$ cat src/hw/rtl/sva_pkg.sv
// shared types and constants for the synth voice allocator
package sva_pkg;

  localparam int NUM_VOICES = 8;
  localparam int VIDX_W     = $clog2(NUM_VOICES);
  localparam int CNT_W      = $clog2(NUM_VOICES + 1);
  localparam int NOTE_W     = 7;
  localparam int VEL_W      = 7;
  localparam int AGE_W      = 32;
  localparam int CFG_IDX_W  = 1;
  localparam int CFG_DATA_W = 1;

  // configuration register indexes
  localparam logic [CFG_IDX_W-1:0] REG_MONO_LEGATO  = 1'b0;
  localparam logic [CFG_IDX_W-1:0] REG_GLIDE_ENABLE = 1'b1;

  typedef enum logic [1:0] {
    FUNC_NOTE_ON    = 2'd0,
    FUNC_NOTE_OFF   = 2'd1,
    FUNC_ALL_OFF    = 2'd2,
    FUNC_VOICE_DONE = 2'd3
  } func_t;

  typedef enum logic [1:0] {
    ACT_TRIGGER = 2'd0,
    ACT_RELEASE = 2'd1,
    ACT_SNAP    = 2'd2,
    ACT_GLIDE   = 2'd3
  } action_t;

  typedef enum logic [2:0] {
    ST_IDLE,
    ST_STEAL,
    ST_POLY_EMIT,
    ST_REL_SCAN,
    ST_MONO_REM,
    ST_MONO_ON,
    ST_MONO_OFF
  } state_t;

endpackage

$ cat src/hw/rtl/sva_in_if.sv
// note event channel
interface sva_in_if;
  import sva_pkg::*;

  logic                    valid;
  logic                    ready;
  logic [1:0]              func;
  logic [NOTE_W-1:0]       note;
  logic [VEL_W-1:0]        velocity;
  logic [2:0]              voice_index;

  modport source (output valid, func, note, velocity, voice_index, input ready);
  modport sink   (input valid, func, note, velocity, voice_index, output ready);
endinterface

$ cat src/hw/rtl/sva_out_if.sv
// voice command channel
interface sva_out_if;
  import sva_pkg::*;

  logic                    valid;
  logic                    ready;
  logic [1:0]              action;
  logic [2:0]              voice;
  logic [NOTE_W-1:0]       note_out;
  logic [VEL_W-1:0]        velocity_out;
  logic                    last;

  modport source (output valid, action, voice, note_out, velocity_out, last, input ready);
  modport sink   (input valid, action, voice, note_out, velocity_out, last, output ready);
endinterface

$ cat src/hw/rtl/synth_voice_allocator_unit.sv
// voice allocator: note events in, voice commands out, one event at a time
// poly note on triggers a free voice directly, or with none free first runs a steal search over
//   voices 2..7 through one age comparator; mono note on drops the note from the stack, then emits;
//   note off and all notes off scan one voice per cycle unless a hit waits on the output, and note off
//   then updates the mono stack when it is in use; in ready low while busy, so a new event waits
// reset: synchronous active low; clears state, busy bits, stack count, age, regs, out valid
module synth_voice_allocator_unit (
  input  logic                              clk,
  input  logic                              rst_n,
  sva_in_if.sink                            in_ch,
  sva_out_if.source                         out_ch,
  input  logic                              cfg_we,
  input  logic [sva_pkg::CFG_IDX_W-1:0]     cfg_index,
  input  logic [sva_pkg::CFG_DATA_W-1:0]    cfg_wdata
);
  import sva_pkg::*;

  localparam logic [VIDX_W-1:0] LAST_IDX = VIDX_W'(NUM_VOICES - 1);

  // control state
  state_t                  state_r, state_nxt;
  logic                    mono_legato_r, glide_enable_r;
  logic [NUM_VOICES-1:0]   voice_busy_r, voice_busy_nxt;
  logic [AGE_W-1:0]        next_age_r, next_age_nxt;
  logic [CNT_W-1:0]        held_count_r, held_count_nxt;
  logic                    out_valid_r, out_valid_nxt;

  // payload state
  logic [NOTE_W-1:0]       voice_note_r [NUM_VOICES];
  logic [NOTE_W-1:0]       voice_note_nxt [NUM_VOICES];
  logic [AGE_W-1:0]        voice_age_r [NUM_VOICES];
  logic [AGE_W-1:0]        voice_age_nxt [NUM_VOICES];
  logic [NOTE_W-1:0]       held_stack_r [NUM_VOICES];
  logic [NOTE_W-1:0]       held_stack_nxt [NUM_VOICES];
  logic [VEL_W-1:0]        mono_vel_r, mono_vel_nxt;

  // per-event work registers
  func_t                   func_r, func_nxt;
  logic [NOTE_W-1:0]       note_r, note_nxt;
  logic [VEL_W-1:0]        vel_r, vel_nxt;
  logic [VIDX_W-1:0]       scan_idx_r, scan_idx_nxt;
  logic [VIDX_W-1:0]       pick_r, pick_nxt;
  logic [AGE_W-1:0]        best_age_r, best_age_nxt;
  logic [NUM_VOICES-1:0]   mask_r, mask_nxt;
  logic                    mono_tail_r, mono_tail_nxt;
  logic                    mono_emit_r, mono_emit_nxt;
  logic                    was_empty_r, was_empty_nxt;

  // output register
  action_t                 out_action_r;
  logic [VIDX_W-1:0]       out_voice_r;
  logic [NOTE_W-1:0]       out_note_r;
  logic [VEL_W-1:0]        out_vel_r;
  logic                    out_last_r;

  // emit request from the sequencer
  logic                    emit;
  action_t                 emit_action;
  logic [VIDX_W-1:0]       emit_voice;
  logic [NOTE_W-1:0]       emit_note;
  logic [VEL_W-1:0]        emit_vel;
  logic                    emit_last;

  logic                    in_fire, can_emit;
  func_t                   in_func;
  logic                    any_free;
  logic [VIDX_W-1:0]       first_free;
  logic [NUM_VOICES-1:0]   off_match;
  logic                    rem_found;
  logic [VIDX_W-1:0]       rem_idx;
  logic                    scan_hit, scan_more;
  logic [NUM_VOICES-1:0]   scan_rem;
  logic                    age_less;
  logic [NOTE_W-1:0]       stack_top;
  logic                    note0_hit;

  assign in_ch.ready = (state_r == ST_IDLE);
  assign in_fire     = in_ch.valid && in_ch.ready;
  assign can_emit    = !out_valid_r || out_ch.ready;

  // zero-velocity note on counts as note off
  always_comb begin
    in_func = func_t'(in_ch.func);
    if (in_func == FUNC_NOTE_ON && in_ch.velocity == '0) begin
      in_func = FUNC_NOTE_OFF;
    end
  end

  // first free voice from 1 upward
  always_comb begin
    any_free   = 1'b0;
    first_free = '0;
    for (int i = NUM_VOICES - 1; i >= 1; i--) begin
      if (!voice_busy_r[i]) begin
        any_free   = 1'b1;
        first_free = VIDX_W'(i);
      end
    end
  end

  // busy voices above 0 that hold the incoming note
  always_comb begin
    off_match = '0;
    for (int i = 1; i < NUM_VOICES; i++) begin
      off_match[i] = voice_busy_r[i] && (voice_note_r[i] == in_ch.note);
    end
  end

  // first stack entry holding the current note
  always_comb begin
    rem_found = 1'b0;
    rem_idx   = '0;
    for (int i = NUM_VOICES - 1; i >= 0; i--) begin
      if ((CNT_W'(i) < held_count_r) && (held_stack_r[i] == note_r)) begin
        rem_found = 1'b1;
        rem_idx   = VIDX_W'(i);
      end
    end
  end

  // shared age comparator and scan helpers
  assign age_less  = voice_age_r[scan_idx_r] < best_age_r;
  assign scan_hit  = mask_r[scan_idx_r];
  assign scan_rem  = mask_r >> scan_idx_r;
  assign scan_more = |scan_rem[NUM_VOICES-1:1];
  assign stack_top = held_stack_r[VIDX_W'(held_count_r - CNT_W'(1))];
  assign note0_hit = (voice_note_r[0] == note_r);

  // next state
  always_comb begin
    state_nxt = state_r;
    unique case (state_r)
      ST_IDLE: begin
        if (in_fire) begin
          unique case (in_func)
            FUNC_NOTE_ON: begin
              if (mono_legato_r) begin
                state_nxt = ST_MONO_REM;
              end else if (any_free) begin
                state_nxt = ST_POLY_EMIT;
              end else begin
                state_nxt = ST_STEAL;
              end
            end
            FUNC_NOTE_OFF, FUNC_ALL_OFF: state_nxt = ST_REL_SCAN;
            FUNC_VOICE_DONE:             state_nxt = ST_IDLE;
            default:                     state_nxt = ST_IDLE;
          endcase
        end
      end
      ST_STEAL: begin
        if (scan_idx_r == LAST_IDX) begin
          state_nxt = ST_POLY_EMIT;
        end
      end
      ST_POLY_EMIT: begin
        if (can_emit) begin
          state_nxt = ST_IDLE;
        end
      end
      ST_REL_SCAN: begin
        if ((!scan_hit || can_emit) && scan_idx_r == LAST_IDX) begin
          state_nxt = mono_tail_r ? ST_MONO_REM : ST_IDLE;
        end
      end
      ST_MONO_REM: begin
        state_nxt = (func_r == FUNC_NOTE_ON) ? ST_MONO_ON : ST_MONO_OFF;
      end
      ST_MONO_ON: begin
        if (can_emit) begin
          state_nxt = ST_IDLE;
        end
      end
      ST_MONO_OFF: begin
        if (!note0_hit || can_emit) begin
          state_nxt = ST_IDLE;
        end
      end
      default: state_nxt = ST_IDLE;
    endcase
  end

  // datapath and command generation
  always_comb begin
    voice_busy_nxt = voice_busy_r;
    next_age_nxt   = next_age_r;
    held_count_nxt = held_count_r;
    voice_note_nxt = voice_note_r;
    voice_age_nxt  = voice_age_r;
    held_stack_nxt = held_stack_r;
    mono_vel_nxt   = mono_vel_r;
    func_nxt       = func_r;
    note_nxt       = note_r;
    vel_nxt        = vel_r;
    scan_idx_nxt   = scan_idx_r;
    pick_nxt       = pick_r;
    best_age_nxt   = best_age_r;
    mask_nxt       = mask_r;
    mono_tail_nxt  = mono_tail_r;
    mono_emit_nxt  = mono_emit_r;
    was_empty_nxt  = was_empty_r;
    emit           = 1'b0;
    emit_action    = ACT_TRIGGER;
    emit_voice     = '0;
    emit_note      = '0;
    emit_vel       = '0;
    emit_last      = 1'b1;

    unique case (state_r)
      ST_IDLE: begin
        if (in_fire) begin
          func_nxt      = in_func;
          note_nxt      = in_ch.note;
          vel_nxt       = in_ch.velocity;
          scan_idx_nxt  = '0;
          was_empty_nxt = (held_count_r == '0);
          mono_tail_nxt = 1'b0;
          mono_emit_nxt = 1'b0;
          unique case (in_func)
            FUNC_NOTE_ON: begin
              // steal search starts from voice 1
              pick_nxt     = any_free ? first_free : VIDX_W'(1);
              best_age_nxt = voice_age_r[1];
              scan_idx_nxt = VIDX_W'(2);
            end
            FUNC_NOTE_OFF: begin
              mask_nxt      = off_match;
              mono_tail_nxt = (held_count_r != '0) ||
                              (voice_busy_r[0] && voice_note_r[0] == in_ch.note);
              mono_emit_nxt = (voice_note_r[0] == in_ch.note) &&
                              ((held_count_r != '0) || voice_busy_r[0]);
            end
            FUNC_ALL_OFF: begin
              mask_nxt       = voice_busy_r;
              held_count_nxt = '0;
            end
            FUNC_VOICE_DONE: begin
              if (32'(in_ch.voice_index) < NUM_VOICES) begin
                voice_busy_nxt[VIDX_W'(in_ch.voice_index)] = 1'b0;
              end
            end
            default: ;
          endcase
        end
      end

      // oldest voice search, one voice per cycle
      ST_STEAL: begin
        if (age_less) begin
          pick_nxt     = scan_idx_r;
          best_age_nxt = voice_age_r[scan_idx_r];
        end
        scan_idx_nxt = scan_idx_r + VIDX_W'(1);
      end

      ST_POLY_EMIT: begin
        emit_action = ACT_TRIGGER;
        emit_voice  = pick_r;
        emit_note   = note_r;
        emit_vel    = vel_r;
        if (can_emit) begin
          emit                     = 1'b1;
          voice_busy_nxt[pick_r]   = 1'b1;
          voice_note_nxt[pick_r]   = note_r;
          voice_age_nxt[pick_r]    = next_age_r;
          next_age_nxt             = next_age_r + AGE_W'(1);
        end
      end

      // release scan, one voice per cycle unless a hit waits on the output
      ST_REL_SCAN: begin
        emit_action = ACT_RELEASE;
        emit_voice  = scan_idx_r;
        emit_last   = !scan_more && !mono_emit_r;
        if (scan_hit) begin
          emit = can_emit;
        end
        if (!scan_hit || can_emit) begin
          scan_idx_nxt = scan_idx_r + VIDX_W'(1);
        end
      end

      // drop the note from the held stack
      ST_MONO_REM: begin
        if (rem_found) begin
          for (int j = 0; j < NUM_VOICES - 1; j++) begin
            if (VIDX_W'(j) >= rem_idx) begin
              held_stack_nxt[j] = held_stack_r[j+1];
            end
          end
          held_count_nxt = held_count_r - CNT_W'(1);
        end
      end

      // push onto the stack, trigger or retarget voice 0
      ST_MONO_ON: begin
        emit_voice  = '0;
        emit_note   = note_r;
        emit_vel    = vel_r;
        emit_action = was_empty_r ? ACT_TRIGGER : (glide_enable_r ? ACT_GLIDE : ACT_SNAP);
        if (can_emit) begin
          emit = 1'b1;
          if (held_count_r >= CNT_W'(NUM_VOICES)) begin
            for (int j = 0; j < NUM_VOICES - 1; j++) begin
              held_stack_nxt[j] = held_stack_r[j+1];
            end
            held_stack_nxt[NUM_VOICES-1] = note_r;
            held_count_nxt               = CNT_W'(NUM_VOICES);
          end else begin
            held_stack_nxt[VIDX_W'(held_count_r)] = note_r;
            held_count_nxt = held_count_r + CNT_W'(1);
          end
          mono_vel_nxt      = vel_r;
          voice_note_nxt[0] = note_r;
          if (was_empty_r) begin
            voice_busy_nxt[0] = 1'b1;
            voice_age_nxt[0]  = next_age_r;
            next_age_nxt      = next_age_r + AGE_W'(1);
          end
        end
      end

      // release voice 0 or fall back to the newest held note
      ST_MONO_OFF: begin
        emit_voice = '0;
        if (held_count_r == '0) begin
          emit_action = ACT_RELEASE;
        end else begin
          emit_action = glide_enable_r ? ACT_GLIDE : ACT_SNAP;
          emit_note   = stack_top;
          emit_vel    = mono_vel_r;
        end
        if (note0_hit && can_emit) begin
          emit = 1'b1;
          if (held_count_r != '0) begin
            voice_note_nxt[0] = stack_top;
          end
        end
      end

      default: ;
    endcase
  end

  // output register handoff
  always_comb begin
    out_valid_nxt = out_valid_r;
    if (emit) begin
      out_valid_nxt = 1'b1;
    end else if (out_ch.ready) begin
      out_valid_nxt = 1'b0;
    end
  end

  assign out_ch.valid        = out_valid_r;
  assign out_ch.action       = out_action_r;
  assign out_ch.voice        = out_voice_r;
  assign out_ch.note_out     = out_note_r;
  assign out_ch.velocity_out = out_vel_r;
  assign out_ch.last         = out_last_r;

  // control registers
  always_ff @(posedge clk) begin
    if (!rst_n) begin
      state_r        <= ST_IDLE;
      mono_legato_r  <= 1'b0;
      glide_enable_r <= 1'b0;
      voice_busy_r   <= '0;
      next_age_r     <= '0;
      held_count_r   <= '0;
      out_valid_r    <= 1'b0;
    end else begin
      state_r      <= state_nxt;
      voice_busy_r <= voice_busy_nxt;
      next_age_r   <= next_age_nxt;
      held_count_r <= held_count_nxt;
      out_valid_r  <= out_valid_nxt;
      if (cfg_we) begin
        unique case (cfg_index)
          REG_MONO_LEGATO:  mono_legato_r  <= cfg_wdata[0];
          REG_GLIDE_ENABLE: glide_enable_r <= cfg_wdata[0];
          default: ;
        endcase
      end
    end
  end

  // payload registers
  always_ff @(posedge clk) begin
    voice_note_r <= voice_note_nxt;
    voice_age_r  <= voice_age_nxt;
    held_stack_r <= held_stack_nxt;
    mono_vel_r   <= mono_vel_nxt;
    func_r       <= func_nxt;
    note_r       <= note_nxt;
    vel_r        <= vel_nxt;
    scan_idx_r   <= scan_idx_nxt;
    pick_r       <= pick_nxt;
    best_age_r   <= best_age_nxt;
    mask_r       <= mask_nxt;
    mono_tail_r  <= mono_tail_nxt;
    mono_emit_r  <= mono_emit_nxt;
    was_empty_r  <= was_empty_nxt;
    if (emit) begin
      out_action_r <= emit_action;
      out_voice_r  <= emit_voice;
      out_note_r   <= emit_note;
      out_vel_r    <= emit_vel;
      out_last_r   <= emit_last;
    end
  end

  // checks
  a_held_count_bound: assert property (@(posedge clk) disable iff (!rst_n)
    held_count_r <= CNT_W'(NUM_VOICES))
    else $error("held stack count above depth");

  a_steal_all_busy: assert property (@(posedge clk) disable iff (!rst_n)
    state_r == ST_STEAL |-> &voice_busy_r[NUM_VOICES-1:1])
    else $error("steal search with a free voice");

  a_age_step: assert property (@(posedge clk) disable iff (!rst_n)
    (emit && emit_action == ACT_TRIGGER) |=> next_age_r == $past(next_age_r) + AGE_W'(1))
    else $error("age counter not advanced on trigger");

  a_busy_event: assert property (@(posedge clk) disable iff (!rst_n)
    (in_fire && in_func != FUNC_VOICE_DONE) |=> !in_ch.ready)
    else $error("ready while an event is in work");

  a_emit_no_overrun: assert property (@(posedge clk) disable iff (!rst_n)
    emit |-> can_emit)
    else $error("command overwrites an untaken result");

endmodule

$ cat src/flat_wrapper.sv
// flat-port wrapper written by rule: the top's interface ports become plain ports
module synth_voice_allocator_unit_flat import sva_pkg::*;
  (clk, rst_n, cfg_we, cfg_index, cfg_wdata, in_ch_valid, in_ch_func, in_ch_note, in_ch_velocity, in_ch_voice_index, in_ch_ready, out_ch_valid, out_ch_action, out_ch_voice, out_ch_note_out, out_ch_velocity_out, out_ch_last, out_ch_ready);
  sva_in_if in_ch_i ();
  sva_out_if out_ch_i ();
  input  logic clk;
  input  logic rst_n;
  input  logic cfg_we;
  input  logic [sva_pkg::CFG_IDX_W-1:0] cfg_index;
  input  logic [sva_pkg::CFG_DATA_W-1:0] cfg_wdata;
  input wire logic [$bits(in_ch_i.valid)-1:0] in_ch_valid;
  input wire logic [$bits(in_ch_i.func)-1:0] in_ch_func;
  input wire logic [$bits(in_ch_i.note)-1:0] in_ch_note;
  input wire logic [$bits(in_ch_i.velocity)-1:0] in_ch_velocity;
  input wire logic [$bits(in_ch_i.voice_index)-1:0] in_ch_voice_index;
  output wire logic [$bits(in_ch_i.ready)-1:0] in_ch_ready;
  output wire logic [$bits(out_ch_i.valid)-1:0] out_ch_valid;
  output wire logic [$bits(out_ch_i.action)-1:0] out_ch_action;
  output wire logic [$bits(out_ch_i.voice)-1:0] out_ch_voice;
  output wire logic [$bits(out_ch_i.note_out)-1:0] out_ch_note_out;
  output wire logic [$bits(out_ch_i.velocity_out)-1:0] out_ch_velocity_out;
  output wire logic [$bits(out_ch_i.last)-1:0] out_ch_last;
  input wire logic [$bits(out_ch_i.ready)-1:0] out_ch_ready;
  assign in_ch_i.valid = in_ch_valid;
  assign in_ch_i.func = in_ch_func;
  assign in_ch_i.note = in_ch_note;
  assign in_ch_i.velocity = in_ch_velocity;
  assign in_ch_i.voice_index = in_ch_voice_index;
  assign in_ch_ready = in_ch_i.ready;
  assign out_ch_valid = out_ch_i.valid;
  assign out_ch_action = out_ch_i.action;
  assign out_ch_voice = out_ch_i.voice;
  assign out_ch_note_out = out_ch_i.note_out;
  assign out_ch_velocity_out = out_ch_i.velocity_out;
  assign out_ch_last = out_ch_i.last;
  assign out_ch_i.ready = out_ch_ready;
  synth_voice_allocator_unit u_core (.clk(clk), .rst_n(rst_n), .in_ch(in_ch_i), .out_ch(out_ch_i), .cfg_we(cfg_we), .cfg_index(cfg_index), .cfg_wdata(cfg_wdata));
endmodule
$ cat config.mk
export PLATFORM = sky130hd
export DESIGN_NAME = synth_voice_allocator_unit_flat
export DESIGN_NICKNAME = d
export VERILOG_FILES = /design/src/hw/rtl/sva_pkg.sv /design/src/hw/rtl/sva_in_if.sv /design/src/hw/rtl/sva_out_if.sv /design/src/hw/rtl/synth_voice_allocator_unit.sv /design/src/flat_wrapper.sv
export SDC_FILE = /design/constraint.sdc
export NUM_CORES = 1
export LEC_CHECK = 0
export ABC_AREA = 1
export BUFFER_PORTS_ARGS = -buffer_cell sky130_fd_sc_hd__buf_2
export CORE_UTILIZATION = 40
export CTS_BUF_LIST = sky130_fd_sc_hd__clkbuf_16
export DETAILED_ROUTE_END_ITERATION = 6
export PLACE_DENSITY = 0.52
export SYNTH_ARGS = -nofsm -noshare
export SYNTH_HDL_FRONTEND = slang
export SYNTH_SLANG_ARGS = --single-unit
$ cat constraint.sdc
create_clock -name clk -period 9.98 [get_ports clk]
set_input_delay 0.499 -clock clk [delete_from_list [all_inputs] [get_ports clk]]
set_output_delay 0.499 -clock clk [all_outputs]
set_load 0.05 [all_outputs]
==> key figures, run 1 <==
Die
  – Core area: 59200 um2
  – Starting density of the core: roughly two fifths
  – Total die area: ~60000 um2
  – I/O pin total: between 40 and 50
  – Die X: roughly 250 um
  – Vert. Die Dim: between 200 and 250 um
  – Row cnt: 89

Min path
  – Hold Crit Class: input pin to flip-flop

Timing
  – Relative slew slack: about an eighth
  – Final setup fails: 0
  – Setup TNS: 0 ps
  – Final period util: 48.2%
  – Slew Limit Fails: 0
  – Setup Skew: approximately 26 ps
  – Final min period: roughly 4800 ps
  – Final hold viol count: 0
  – Worst-margin pin slew: between 1000 and 1500 ps
  – Setup slack after layout: ~5200 ps
  – Unrepaired setup endpoints after global routing: no
  – Peak Freq: between 200 and 250 MHz

Global route
  – Largest net degree at the start of global routing: 98
  – Overflow after GRT: 0
  – First-pass GRT wire length: 107000 um
  – Antenna violations before repair: 2
  – Tot GR Track Use: 23.2%
  – Vias in the first global route: ~17000

Drt
  – Routed len/inst: between 20 and 25 um
  – Detailed Routing Iterations Pass 1: 7
  – Vias post-DR: between 15000 and 20000
  – Drt total wl: ~70000 um
  – DRC: 2
  – DR iter-0 viols: ~1500
  – DRT antenna net count: 0
  – Via/cell ratio: around 5.5

Critical path
  – Critical path class: flip-flop to flip-flop
  – Slowest CP cell: buf_4
  – Crit path capture type: flip-flop
  – Startpoint Class: flip-flop
  – Crit path top cell by count: nand2_1
  – CP required: 10080 ps
  – Slowest stage delay, CP: ~800 ps
  – Max FO, Critical Path: 97
  – Crit path DAT: 4910 ps
  – Worst-path cell chain: buf_4 -> buf_4 -> o21ai_0 -> o22ai_1 -> nor2_1 -> a31oi_1 -> ha_1 -> nand2_1 -> nor2_1 -> nand4_1 -> nor4_1 -> nand2_1 -> nand2_1 -> nand2_2

Yosys
  – Post-synthesis sequential area ratio: between 60% and 70%
  – Post-Syn Area per Cell: 10.1 um2
  – FF+latch count, synth: 510
  – YS warnings: 0
  – Ys flop type: edfxtp_1
  – Yosys top cell area share: 57.4%
  – Post-Syn Area: roughly 24000 um2
  – Yosys cell types: 48
  – Synth top cells by count: 460 x edfxtp_1, 355 x nor2_1, 340 x nand2_1
  – Synth Instances: between 2000 and 2500
  – Area contributors post-synth: edfxtp_1 57%, nor2_1 5.5%, nand2_1 5.3%, o21ai_0 4.7%, dfxtp_1 4.2%
  – Ys async rst share: 0%
  – Number of synthesized flops with an enable pin: 460
  – Most common cell in the netlist: edfxtp_1
  – Largest area contributor in the netlist: edfxtp_1
  – Syn Nets: between 2000 and 2500

Clock tree
  – Inserted Clock Buffers: 56
  – CTS tree: done
  – Clock Tree Buf Depth: 3
  – CTS H-tree depth: 2
  – CTS resizes: 0
  – Reg clk slew, reported paths: roughly 60 ps
  – Hold_buf cts: 0
  – # clock sinks: 510
  – Clock root cell: clkbuf_16
  – Post-CTS Setup Inserts: 0
  – Worst-skew pair later-pin latency: ~630 ps

Power and ir drop
  – Leakage: about 0.0095 uW
  – Sw Pwr: around 1900 uW
  – Clock power share: between 30% and 40%
  – Combinational Power Share: between 20 and 25%
  – Maximum VDD drop: 0.000130 V
  – Int Pwr: between 4000 and 5000 uW
  – Sequential Power Share: around 43%
  – Sw Share: around a third
  – P per Cell Area: 222 nW/um2

Placed design
  – Dpl ws: roughly 5200 ps
  – Post-Place Cells: around 3100
  – Final HPWL DP: 44200 um
  – Port bufs: 47
  – Gpl congestion: roughly 0.95

Outcome
  – Status: complete, but fails checks
  – Failing checks: design-rule violations

Finish
  – Area growth, synth to finish: 12.1%
  – Ant diodes: 0
  – Final net count: between 2000 and 2500
  – Share of cells above drive strength 1: ~8.5%
  – Non-Filler Instances: 3232

Job
  – Max_cap viols: 0
## flip-flops by register name, summed over array words and instances (netlist names), 7 cells and up
name	cells
u_core.voice_busy_r	8
u_core.vel_r	7
u_core.mono_vel_r	7
u_core.voice_note_r	56
u_core.mask_r	8
u_core.next_age_r	32
u_core.out_ch.velocity_out	7
u_core.voice_age_r	256
u_core.held_stack_r	56
u_core.out_ch.note_out	7
u_core.best_age_r	32
u_core.note_r	7
## power groups by stage
stage | logic (uW) | registers, uW | clock network [uW]
floorplan | 876 | 2650 | 0
global placement | 1390 | 2590 | 0
detailed placement | 1400 | 2600 | 0
CTS | 1410 | 2550 | 2090
global route | 1550 | 2570 | 2170
finish | 1390 | 2550 | 2050
## cells in the final DEF, fill, tap and decap left out, types with 2 or more instances in the layout
master       n
o211ai_1     5
buf_4       36
o221ai_1    21
nor4_1      11
a32o_1       7
o21ai_0    228
o21a_1       2
o31ai_1      2
a211oi_1     6
nor3b_1      4
nor2_1     343
nor2_2       7
inv_1      233
nand4_1     37
nor2_4      12
o22ai_1     88
xor2_1      64
nand2_1    339
clkinv_2    15
bufinv_16    6
a21oi_1    159
nand2_2      4
nor3_1      31
dfxtp_1     50
nor3_2       2
xnor2_1     26
or2_2        7
o21ai_1      3
nand3_1     41
clkinv_1    10
a31oi_1     22
ha_1        43
clkbuf_16   56
inv_2        7
o41ai_1      7
edfxtp_1   460
buf_2       47
## critical path: cells and delay by family (launching register included)
kind | cells | cell delay (ps)
fa+ha+maj | 1 | 180
compound gates | 3 | 630
simple gates | 8 | 1680
buf+inv | 2 | 1230
flops | 1 | 390
## through the flow
| stage | cell area [um2] | total power, uW | utilization, % | hold slack (ps) |
|---|---|---|---|---|
| global placement | 25200 | 3990 | 42.5 | 448 |
| floorplan | 24100 | 3520 | - | 427 |
| CTS | 27000 | 6050 | 45.5 | 34.3 |
| finish | 27000 | 5990 | 45.5 | 79.5 |
| detailed placement | 25200 | 4000 | 42.5 | 444 |
| global route | 27000 | 6290 | 45.5 | 44.1 |
## layout make-up
| class | instances | area, um2 |
|---|---|---|
| clock buffer | 56 | 1400 |
| clock inverter | 48 | 395 |
| fill | 5610 | 32300 |
| inverter | 228 | 858 |
| multi-input combinational | 1534 | 8040 |
| sequential | 510 | 14800 |
| tap | 773 | 967 |
| timing repair buffer | 83 | 505 |
## per-layer routing
metal / global-route usage, % / share of wire, %
met1: 29.9 / 42
met5: 0 / 0.033
met3: 3.45 / 5.9
met4: 9.08 / 3.6
met2: 39.1 / 48
## kinds of logic (layout without fill, tap and decap cells)
logic type	Yosys count	in the layout	share of synthesized area, %
and+or+nand+nor	845	845	14.6
AOI/OAI and AO/OA	556	556	13.0
DFF	510	510	61.6
buffers and inverters	340	415	5.37
xor gates and xnor gates	90	90	3.28
adders and majority gates	43	43	2.24
## final timing paths
path / start / end / slack, ps / cells past startpoint
setup / recovery: u_core.scan_idx_r[0] / u_core.best_age_r[5] / 5170 / 14
hold / removal: in_ch_velocity[5] / u_core.vel_r[5] / 80 / 1
setup reg to reg: u_core.scan_idx_r[0] / u_core.best_age_r[5] / 5170 / 14
hold reg to reg: u_core.vel_r[2] / u_core.mono_vel_r[2] / 460 / 0
Note: power is estimated with default switching activity, not from simulation.
==> run 2, diff against run 1 <==
==> constraint.sdc (replaced) <==
create_clock -name clk -period 4.5 [get_ports clk]
set_input_delay 0.225 -clock clk [delete_from_list [all_inputs] [get_ports clk]]
set_output_delay 0.225 -clock clk [all_outputs]
set_load 0.05 [all_outputs]
==> run 2 against run 1 <==
The run still ends with design-rule violations left. Die area is the same. Routed wire length grew 2.7%. Core utilization grew 0.62 points. Hold slack lost 44 ps. Clock-buffer cell count grew 1. Total power grew 120%. Register-to-register slack lost 4400 ps. Combinational power grew 130%. Flip-flop and latch count is the same. Critical path type unchanged. Critical endpoint is now u_core.best_age_r[11]. Largest cell class unchanged.
==> key figures, run 2 (synthesized netlist as in run 1, its figures left out) <==
Critical path
  – R2R Setup Slk: 820 ps
  – CP Launch Point: u_core.scan_idx_r[0]
  – Worst setup endpoint: u_core.best_age_r[11]
  – Startpoint Class: flip-flop
  – CP Depth: 17
  – Critical path class: flip-flop to flip-flop
  – Crit path capture type: flip-flop
  – Reg-to-reg critical path endpoint: u_core.best_age_r[11]
  – Worst r2r src: u_core.scan_idx_r[0]
  – R2r worst-path depth: 17
  – Slowest CP cell: edfxtp_1
  – Max FO, Critical Path: 55
  – CP required: 4760 ps
  – Crit path DAT: 3940 ps
  – Buf/Inv on CP: 3
  – Worst-path cell chain: inv_4 -> buf_4 -> o21ai_0 -> o22ai_1 -> nand2_1 -> o221ai_1 -> ha_1 -> a21oi_1 -> nor2_1 -> a211oi_1 -> nand2_1 -> nand2_1 -> nand2_1 -> nand2_1 -> nand2_1 -> nand2_2 -> buf_4
  – Crit path top cell by count: nand2_1
  – Crit path max-delay family: buffers and inverters
  – Slowest stage delay, CP: around 460 ps

Drt
  – Vias post-DR: 18000
  – Drt total wl: 72000 um
  – DR iter-0 viols: between 1500 and 2000
  – Detailed Routing Iterations Pass 1: 7
  – Via/cell ratio: 5.50
  – DRC: 2
  – DRT antenna net count: 0
  – Routed len/inst: ~22 um

Timing
  – Setup TNS: 0 ps
  – Final period util: between 80% and 90%
  – Worst-margin pin slew: about 1100 ps
  – Final min period: between 3000 and 4000 ps
  – Final hold viol count: 0
  – Slew Limit Fails: 0
  – Setup Skew: 28.5 ps
  – Relative slew slack: around a quarter
  – Peak Freq: about 270 MHz
  – Unrepaired setup endpoints after global routing: no
  – Final setup fails: 0

Die
  – I/O pin total: 48
  – Total die area: 61100 um2
  – Core area: roughly 59000 um2
  – Starting density of the core: between 40% and 50%
  – Vert. Die Dim: 247 um
  – Die X: 247 um
  – Row cnt: 89

Clock tree
  – Reg clk slew, reported paths: roughly 60 ps
  – CTS tree: done
  – # clock sinks: 510
  – Inserted Clock Buffers: 55
  – CTS H-tree depth: 2
  – Post-CTS Setup Inserts: 0
  – Clock Tree Buf Depth: 3
  – Clock root cell: clkbuf_16
  – Worst-skew pair later-pin latency: slightly above 600 ps

Finish
  – Most frequent cells in the layout: 460 x edfxtp_1, 343 x nor2_1, 339 x nand2_1
  – Top flop regs: u_core.voice_age_r (256), u_core.held_stack_r (56), u_core.voice_note_r (56)
  – Filler instances: roughly 5600
  – Ant diodes: 0
  – Biggest register: u_core.voice_age_r
  – Share of cells above drive strength 1: under 10%
  – Area growth, synth to finish: 13.6%
  – Commonest non-fill, non-tap cell in the layout: edfxtp_1
  – Final net count: between 2000 and 3000
  – Largest register FFs: approximately 260
  – Final Util: around 46%

Global route
  – Largest net degree at the start of global routing: around 150
  – First-pass GRT wire length: about 110000 um
  – Met3 GRT Util: 3.34%
  – Met1 Usage GRT: a little under a third
  – Antenna violations before repair: 0
  – Tot GR Track Use: 23.8%
  – Vias in the first global route: 17500
  – Met2 Track Usage GR: about two fifths
  – Overflow after GRT: 0
  – GR peak layer: met2

Power and ir drop
  – Sequential Power Share: a little over two fifths
  – Int Pwr: 9070 uW
  – Sw Pwr: between 4000 and 5000 uW
  – Leakage: about 0.0097 uW
  – Clock power share: 33.7%
  – Sw Share: 32.1%
  – Maximum VDD drop: roughly 0.00033 V
  – P per Cell Area: about 500 nW/um2
  – Total power draw: 13400 uW
  – Combinational Power Share: 23.8%

Placed design
  – Gpl congestion: slightly above 0.9
  – Port bufs: between 40 and 50
  – Final HPWL DP: around 47000 um

Outcome
  – Status: complete, but fails checks
  – Failing checks: design-rule violations

Min path
  – Hold Crit Class: input pin to flip-flop

Job
  – Max_cap viols: 0
## run 2: changes by cell type in the layout (fill, tap and decap cells not counted)
cell and delta:
buf_12 +4, inv_8 +1, buf_4 +14, clkinv_2 -5
clkinv_1 +6, inv_1 -5, inv_16 -1, clkinvlp_4 +3
inv_6 -1, dlygate4sd3_1 +19, clkinv_8 -1, clkbuf_16 +1
## run 2: routing by layer
metal | share of wire, % | vias up
met3 | 5.6 | 132
met5 | 0 | -
li1 | - | 8511
met4 | 2.9 | 0
met1 | 43 | 8693
met2 | 49 | 638
## run 2: power groups by stage
stage / sequential, uW / combinational (uW) / clock, uW
global route: 5710 / 3530 / 4770
global placement: 5770 / 3140 / 0
CTS: 5680 / 3190 / 4600
floorplan: 5870 / 1940 / 0
detailed placement: 5780 / 3160 / 0
finish: 5680 / 3180 / 4500
## run 2: what timing repair did
item,in CTS,in global routing
hold buffers,18,1
resized for setup,0,0
endpoints found under the hold margin,15,1
## run 2: final cells by class
class / count / area (um2) / share of cell area [%]
Sequential cell: 510 / 14800 / 54.2
Multi-Input combinational cell: 1534 / 8040 / 29.4
Clock buffer: 57 / 1430 / 5.22
Tap cell: 773 / 967 / 3.54
Timing Repair Buffer: 120 / 881 / 3.22
Inverter: 228 / 858 / 3.14
Clock inverter: 45 / 363 / 1.33
## run 2: worst min-delay path by stage
stage / startpoint / to / slack (ps) / cells after the start
2_1_floorplan: in_ch_note[0] / u_core.note_r[0] / 320 / 0
3_3_place_gp: in_ch_velocity[0] / u_core.vel_r[0] / 420 / 1
3_5_place_dp: in_ch_velocity[2] / u_core.vel_r[2] / 420 / 1
4_1_cts: in_ch_note[3] / u_core.note_r[3] / 0.9 / 1
5_1_grt: in_ch_note[5] / u_core.note_r[5] / 10 / 1
6_report: in_ch_note[4] / u_core.note_r[4] / 40 / 1
## run 2: metrics by stage
stage / worst slack, ps / cells / hold slack [ps] / cell area, um2
3_3_place_gp: 793 / 3146 / 418 / 25400
2_1_floorplan: 791 / 2384 / 324 / 24100
3_5_place_dp: 796 / 3146 / 420 / 25400
4_1_cts: 787 / 3266 / 0.906 / 27300
5_1_grt: 431 / 3267 / 10.9 / 27300
6_report: 816 / 3267 / 35.2 / 27300
## run 2: worst register-to-register path: stages, from the launching register on
cell and delay (ps):
edfxtp_1 460, inv_4 460, buf_4 430, o21ai_0 140
o22ai_1 170, nand2_1 70, o221ai_1 110, ha_1 300
a21oi_1 150, nor2_1 60, a211oi_1 180, nand2_1 150
nand2_1 90, nand2_1 50, nand2_1 50, nand2_1 60
nand2_2 70, buf_4 320
==> run 3, diff against run 2 <==
==> constraint.sdc (replaced) <==
create_clock -name clk -period 3.7 [get_ports clk]
set_input_delay 0.185 -clock clk [delete_from_list [all_inputs] [get_ports clk]]
set_output_delay 0.185 -clock clk [all_outputs]
set_load 0.05 [all_outputs]
==> run 3 against run 2 <==
The run now ends clean. Core utilization rose by 0.53 points. Die area did not move. Clock skew fell by 10 ps. Flip-flop and latch count did not move. Via count rose by 0.49%. Fmax rose by 10%. Critical path type unchanged. Largest cell class unchanged.
==> key figures, run 3 (synthesized netlist as in run 1, its figures left out) <==
Timing
  – Unrepaired setup endpoints after global routing: no
  – Setup TNS: 0 ps
  – Relative slew slack: 29.0%
  – Final period util: 90.2%
  – Final Hold Slack: between 20 and 30 ps
  – Peak Freq: between 200 and 300 MHz
  – Slew Limit Fails: 0
  – Final min period: 3340 ps
  – Worst-margin pin slew: 1060 ps
  – Setup Skew: around 19 ps
  – Final hold viol count: 0
  – Final setup fails: 0

Clock tree
  – Worst-skew pair later-pin latency: a little over 600 ps
  – Clock root cell: clkbuf_16
  – Reg clk slew, reported paths: ~60 ps
  – CTS H-tree depth: 2
  – CTS tree: done
  – Clock Tree Buf Depth: 3
  – # clock sinks: 510
  – Inserted Clock Buffers: 55

Die
  – Starting density of the core: between 40% and 50%
  – Row cnt: 89
  – Die X: between 200 and 250 um
  – Core area: approximately 60000 um2
  – I/O pin total: 48
  – Vert. Die Dim: about 250 um
  – Total die area: ~61000 um2

Global route
  – Antenna violations before repair: 1
  – Largest net degree at the start of global routing: 87
  – Tot GR Track Use: 23.5%
  – Overflow after GRT: 0
  – Vias in the first global route: 18000
  – First-pass GRT wire length: about 110000 um

Min path
  – HP Start: in_ch_note[1]
  – End of the worst hold path: u_core.note_r[1]
  – Worst Hold Depth: 1
  – Hold Crit Class: input pin to flip-flop

Finish
  – Ant diodes: 0
  – Largest register FFs: approximately 260
  – Commonest non-fill, non-tap cell in the layout: edfxtp_1
  – Final net count: around 2600
  – Top flop regs: u_core.voice_age_r (256), u_core.held_stack_r (56), u_core.voice_note_r (56)
  – Most frequent cells in the layout: 460 x edfxtp_1, 343 x nor2_1, 339 x nand2_1
  – Share of cells above drive strength 1: 10.1%
  – Biggest register: u_core.voice_age_r
  – Area growth, synth to finish: 14.9%

Outcome
  – Status: finished, final reports clean

Drt
  – Routed wl met3: 3600 um
  – DRT antenna net count: 0
  – Via/cell ratio: 5.47
  – Max layer used: met4
  – Metal-1 WL: approximately 30000 um
  – DR iter-0 viols: 1423
  – Drt total wl: ~71000 um
  – Vias post-DR: 18100
  – Routed len/inst: about 21 um
  – DRC: 0
  – Met2 WL: around 34000 um
  – Detailed Routing Iterations Pass 1: 5

Power and ir drop
  – Leakage: 0.00986 uW
  – P per Cell Area: 590 nW/um2
  – Sequential Power Share: between 40% and 50%
  – Clock power share: between 30% and 40%
  – Sw Share: roughly a third
  – Maximum VDD drop: roughly 0.00034 V
  – Int Pwr: ~11000 uW
  – Combinational Power Share: between 20% and 30%
  – Sw Pwr: 5240 uW

Placed design
  – Final HPWL DP: roughly 47000 um
  – Port bufs: 47
  – Gpl congestion: 0.895

Critical path
  – R2R Setup Slk: 360 ps
  – Crit path capture type: flip-flop
  – Worst r2r src: u_core.out_ch.valid
  – R2r worst-path depth: 9
  – Crit path DAT: just under 4000 ps
  – Startpoint Class: flip-flop
  – CP required: between 4000 and 5000 ps
  – Max FO, Critical Path: 14
  – Reg-to-reg critical path endpoint: u_core.voice_busy_r[2]
  – Critical path class: flip-flop to flip-flop

Job
  – Max_cap viols: 0
## run 3: timing repair
action | in CTS | in global routing
resized for setup | 0 | 1
endpoints found under the hold margin | 22 | 0
setup buffers | 0 | 1
setup endpoints to repair | 0 | 6
hold buffers | 24 | 0
## run 3: power groups by stage
stage | clock, uW | combinational (uW) | sequential [uW]
finish | 5410 | 3990 | 6910
global route | 5740 | 4450 | 6940
CTS | 5530 | 4020 | 6910
detailed placement | 0 | 3980 | 7030
global placement | 0 | 3960 | 7020
floorplan | 0 | 2360 | 7140
## run 3: critical path, stage by stage, from the launching register on
cell           delay, ps
dfxtp_1              330
inv_1                 40
nor2_1               570
inv_1                300
nand2_1              640
o21ai_0              190
nand2_1              400
o41ai_1              100
dlygate4sd3_1        570
a21oi_1              120
## run 3: worst max path at each step
| stage | from | end | cells past startpoint |
|---|---|---|---|
| floorplan | u_core.scan_idx_r[0] | u_core.best_age_r[0] | 16 |
| global placement | u_core.scan_idx_r[0] | u_core.pick_r[2] | 17 |
| detailed placement | u_core.scan_idx_r[0] | u_core.best_age_r[11] | 17 |
| CTS | u_core.scan_idx_r[0] | u_core.pick_r[0] | 17 |
| global route | u_core.scan_idx_r[0] | u_core.pick_r[1] | 15 |
| finish | u_core.out_ch.valid | u_core.voice_busy_r[2] | 9 |
## run 3: cell type report
class                           instances  area [um2]
Fill cell                            5540       31600
Sequential cell                       510       14800
Multi-Input combinational cell       1534        8040
Clock buffer                           55        1380
Timing Repair Buffer                  157        1230
Tap cell                              773         967
Inverter                              228         861
Clock inverter                         42         369
## run 3: layer usage
metal	vias to the layer above	global-route usage, %
met5	-	0
met4	0	7.72
met3	133	2.85
met2	584	40.2
met1	8793	31.0
li1	8552	-
## run 3: per-stage QoR
| stage | utilization (%) | power, uW | cells | setup WS (ps) | area [um2] |
|---|---|---|---|---|---|
| 6_report | 46.7 | 16300 | 3299 | 364 | 27700 |
| 5_1_grt | 46.7 | 17100 | 3299 | 58.4 | 27700 |
| 4_1_cts | 46.7 | 16500 | 3298 | 282 | 27600 |
| 3_5_place_dp | 43.3 | 11000 | 3177 | 318 | 25700 |
| 3_3_place_gp | 43.3 | 11000 | 3177 | 316 | 25700 |
| 2_1_floorplan | - | 9500 | 2384 | 314 | 24100 |
